`config.mk`:
```
export PLATFORM = sky130hd
export DESIGN_NAME = gdfs_ram
export DESIGN_NICKNAME = d
export VERILOG_FILES = /design/src/rtl/core/gdfs_ram.sv
export SDC_FILE = /design/constraint.sdc
export NUM_CORES = 1
export LEC_CHECK = 0
export BUFFER_PORTS_ARGS = -buffer_cell sky130_fd_sc_hd__buf_4
export CORE_MARGIN = 1.5
export CORE_UTILIZATION = 35
export CTS_CLUSTER_DIAMETER = 30
export DETAILED_ROUTE_END_ITERATION = 12
export GPL_ROUTABILITY_DRIVEN = 0
export HOLD_SLACK_MARGIN = 0.12
export PLACE_DENSITY_LB_ADDON = 0.15
export SETUP_SLACK_MARGIN = 0.5
export SLEW_MARGIN = 10
export SYNTH_ARGS = -nofsm -noshare
export SYNTH_HDL_FRONTEND = slang
export SYNTH_SLANG_ARGS = --single-unit
```
`constraint.sdc`:
```
create_clock -name clk_i -period 3.3 [get_ports clk_i]
set_input_delay 0.165 -clock clk_i [delete_from_list [all_inputs] [get_ports clk_i]]
set_output_delay 0.165 -clock clk_i [all_outputs]
set_load 0.01 [all_outputs]
```
`src/rtl/core/gdfs_ram.sv`:
```
// Generic single-write, single-read synchronous RAM with registered read data.
// No dependencies.
`timescale 1ns / 1ps

module gdfs_ram #(
  parameter int WIDTH = 8,
  parameter int DEPTH = 64
) (
  input  logic                     clk_i,
  input  logic                     we_i,
  input  logic [$clog2(DEPTH)-1:0] waddr_i,
  input  logic [WIDTH-1:0]         wdata_i,
  input  logic [$clog2(DEPTH)-1:0] raddr_i,
  output logic [WIDTH-1:0]         rdata_o
);

  logic [WIDTH-1:0] mem_q [DEPTH];
  logic [WIDTH-1:0] rdata_q;

  always_ff @(posedge clk_i) begin
    if (we_i) begin
      mem_q[waddr_i] <= wdata_i;
    end
    rdata_q <= mem_q[raddr_i];
  end

  assign rdata_o = rdata_q;

endmodule

```
### Word-level counts from Yosys, hierarchy flattened

Memory sizes are Yosys's and may differ from the RTL's. A register that Yosys moved wholly into a read port is not among the register bits.
Index checks and enable logic that the tools add are counted.

| operators by class | value |
|---|---|
| multiplexer cells | 2 |

Operators with widths:

| kind | number |
|---|---|
| $mux 1 | 2 |

| storage, ports and cells | value |
|---|---|
| input bits | 22 |
| word-level logic and storage cells | 3 |
| memories | 1 |
| register bits after elaboration | 0 |
| memory bits (writable) | 512 |

Memory list:

| name | depth | bits a word | rd ports | clocked after Yosys merged registers in | write ports | line | source |
|---|---|---|---|---|---|---|---|
| mem_q | 64 | 8 | 1 | 1 | 1 | 17 | `logic [WIDTH-1:0] mem_q [DEPTH];` |

### Logic depth before layout (Yosys ltp)

| depth | value |
|---|---|
| depth in word-level cells | 2 |
| gate-level depth with buffers | 9 |
| depth with buffers taken out | 5 |

### Least setup slack after synthesis

No wires, ideal clock.

| path | value |
|---|---|
| path kind | input -> register |
| start | in raddr_i[1] |
| end | reg rdata_q[3], in the netlist rdata_o[3], read port of mem_q |
| data required time | 3172 ps |
| stages | 7 |
| path slack | 1467 ps |
| data arrival time | 1705 ps |
| cells stage by stage | buf_4 > buf_2 > buf_2 > mux4_2 > mux4_2 > o21ai_1 > o41ai_1 |

RTL lines:

| item | line | source |
|---|---|---|
| start: declaration | 13 | `input logic [$clog2(DEPTH)-1:0] raddr_i,` |
| end: declaration | 18 | `logic [WIDTH-1:0] rdata_q;` |

==> results.txt <==
insertion delay to the later sink of the worst-skew pair: 0.63 ns
peak fanout along the critical path: 32
share of total power in the clock network: 58.2%
post-placement setup slack: 0.727 ns
clk buf depth: 3
most common cell after layout, fill and taps aside: sky130_fd_sc_hd__edfxtp_1
crit path launch type: input port
average size of a mapped cell: 21.5 um2
Gate power share: 3.8%
worst path required time: 3.82 ns
setup repair after global routing missed its margin: false
share of the clock period used by the worst path after layout: 73.2%
Routed Wire Length: 49700 um
Cell Area, Placed: 21600 um2
transition time at the pin with the least slew margin: 0.878 ns
aggregate global-route resource usage: 17.3%
Initial Util: 35.6%
overall die height: 243 um
number of design rule violations left after detail routing: 0
switching component of the power: 3.99 mW
leading cell types by total area after synthesis: sky130_fd_sc_hd__edfxtp_1, sky130_fd_sc_hd__mux4_2, sky130_fd_sc_hd__nor2_1
internal power: 15.3 mW
number of antenna violations at the first check in global routing: 1
full die area: 59100 um2
CTS tree: built
highest clock frequency the design can meet: 414 MHz
maximum single-stage delay on the critical path: 0.56 ns
H-tree level count: 3
number of buffers inserted to repair setup after CTS: 0
reg2reg path depth: 5
outcome: complete, no violations
half-perimeter wire length after detailed placement: 29700 um
xor and xnor area share after synthesis: 0%
post-cts hold buffer count: 9
I/O pin total: 30
Detail Route Antenna Nets: 0
number of buffers inserted during clock tree synthesis: 111
average via count per standard cell: 5.10
via total after detailed routing: 10038
number of warnings printed during yosys synthesis: 0
Synthesized Nets: 962
flip-flop and latch area: 15500 um2
clock tree skew after final layout: 0.0191 ns
setup slack of the most critical reg-to-reg path: 0.97 ns
Crit. End Element: register
synth unique cells: 40
basic-gate share of the synthesized area counting and, or, nand and nor cells: 3.39%
delay-heaviest family, CP: buffers and inverters
fin util: 45.2%
Seq pwr share: 38.1%
Buf/Inv on CP: 4
power density cells: 755 nW/um2
fraction of layout instances using a drive strength above 1: 35.5%
fin area: 25600 um2
combinational family with the most area after synthesis: multiplexers
Post-Synthesis Cells: 940
standby leakage power: 8.40 nW
clk root buf: sky130_fd_sc_hd__clkbuf_16
synthesized-area fraction occupied by ao, oa, aoi and oai cells: 2.07%
crit path setup slack, layout: 0.885 ns
top library cells by usage in the layout, fill and taps aside: sky130_fd_sc_hd__edfxtp_1, sky130_fd_sc_hd__mux4_2, sky130_fd_sc_hd__clkbuf_16
Critical Path, Cell by Cell: clkbuf_8, buf_12, buf_12, mux4_2, mux4_2, o21ai_1, o41ai_1, dlygate4sd3_1
fraction of the mapped netlist area in adder cells: 0%
area overhead of the layout relative to synthesis: 27.0%
routed wirelength normalized by instance count: 25.2 um
worst min-delay path class: input port to register
max cap viols: 0
Remaining Overflow, GRT: 0
core area: 56700 um2
WHS Path Cells: 1
clk slew on worst S/H paths: 0.05 ns
Crit path arrival time: 2.94 ns
cell area after synthesis: 20200 um2
total of flip-flops plus latches after synthesis: 520
total area of multi-input combinational cells: 4320 um2
maximum number of pins on one net before global-route repair: 65
Sw Share: 20.7%
Slew Limit Fails: 0
global-route wire length before repair: 73500 um
fraction of synthesized area in multiplexers: 15.9%
number of hold violations in the final report: 0
classification of the worst setup path: input port to register
Synth top area share: 76.2%
placed instance count: 1748
non-filler cells in the finished layout: 1969
width of the die: 243 um
count of nets after finishing: 1136
slowest CP cell: sky130_fd_sc_hd__dlygate4sd3_1
iteration-0 DRC count of the detailed router: 863
via count of the first global-routing pass: 10584
fin crit period: 2.41 ns
IR Drop Worst-Case VDD: 0.414 mV
Rel. slew slack: 41.2%
count of fill cells added during filler insertion: 4798
share of the yosys chip area belonging to registers: 77.0%
cell count along the critical path: 8
count of TritonRoute iterations in the first routing pass: 5
PostCTS Resize Cnt: 0
Setup Total Neg Slack: 0 ns
# setup viols final: 0
TritonCTS sink count: 520
library cell occupying the most area in the post-synthesis netlist: sky130_fd_sc_hd__edfxtp_1
Port Buf Inserts: 29
site row count: 87
## cells in the mapped netlist (all sizes together)
library cell	number
edfxtp	512
o221ai	8
o21ai	4
a2111oi	2
o22ai	8
dfxtp	8
nand3	13
or3	1
o21a	2
buf	34
clkbuf	17
nor2	83
o311ai	1
o32ai	2
nand4	2
nand2b	7
a31oi	1
nand4b	1
nor4	2
mux2	13
mux4	126
and2	1
o2bb2ai	3
mux2i	23
a221oi	6
nor2b	14
a211oi	4
a22oi	3
nor3	7
a21oi	3
nand2	19
o221a	2
o41ai	2
nand3b	3
o2111ai	3
## final timing paths
path                                    from           end
worst max-delay path              raddr_i[0]    rdata_o[3]
worst min-delay path              wdata_i[1]  mem_q[41][1]
worst max register to register   mem_q[0][3]    rdata_o[3]
worst min register to register  mem_q[31][4]    rdata_o[4]
## metal layers
metal  vias up  track usage [%]  routed length (um)
li1       4336                -                   -
met1      5282             24.3               21800
met2       356             26.3               23500
met3        64             4.29                3430
met4         0             6.38                 983
met5         -                0                   0
## stage by stage
stage	hold slack, ns	power (mW)
2_1_floorplan	0.264	7.86
3_3_place_gp	0.543	8.21
3_5_place_dp	0.540	8.21
4_1_cts	0.120	19.5
5_1_grt	0.123	19.9
6_report	0.0877	19.3
## sequential cells by signal, summed over array words and instances, names as in the netlist
register  flops
rdata_o       8
mem_q       512
## area by class of cell
cell class                 instances  share of cell area [%]
clock inverter                    84                    3.74
clock buffer                     126                    11.4
antenna                            2                  0.0195
sequential                       520                    60.7
multi-input combinational        369                    16.9
timing repair buffer             112                    3.64
tap                              756                    3.69
## worst register-to-register path, delay by kind of cell (launching register included)
family | cells | cell delay (ns)
buffers and inverters | 1 | 0.56
AOI/OAI and AO/OA | 2 | 0.70
and+or+nand+nor | 1 | 0.14
DFF | 1 | 0.36
muxes | 1 | 0.45
## power groups by stage
stage | Clock (mW) | Combinational, mW | Sequential [mW]
after detailed placement | 0 | 0.735 | 7.48
final | 11.2 | 0.726 | 7.36
after global placement | 0 | 0.730 | 7.48
after global routing | 11.8 | 0.786 | 7.35
after CTS | 11.4 | 0.745 | 7.36
after floorplan | 0 | 0.390 | 7.47
## cells by family after synthesis
group / count (synthesis)
mux: 162
flops: 520
buf+inv: 51
compound gates: 54
simple gates: 153
Note: power is estimated with default switching activity, not from simulation.
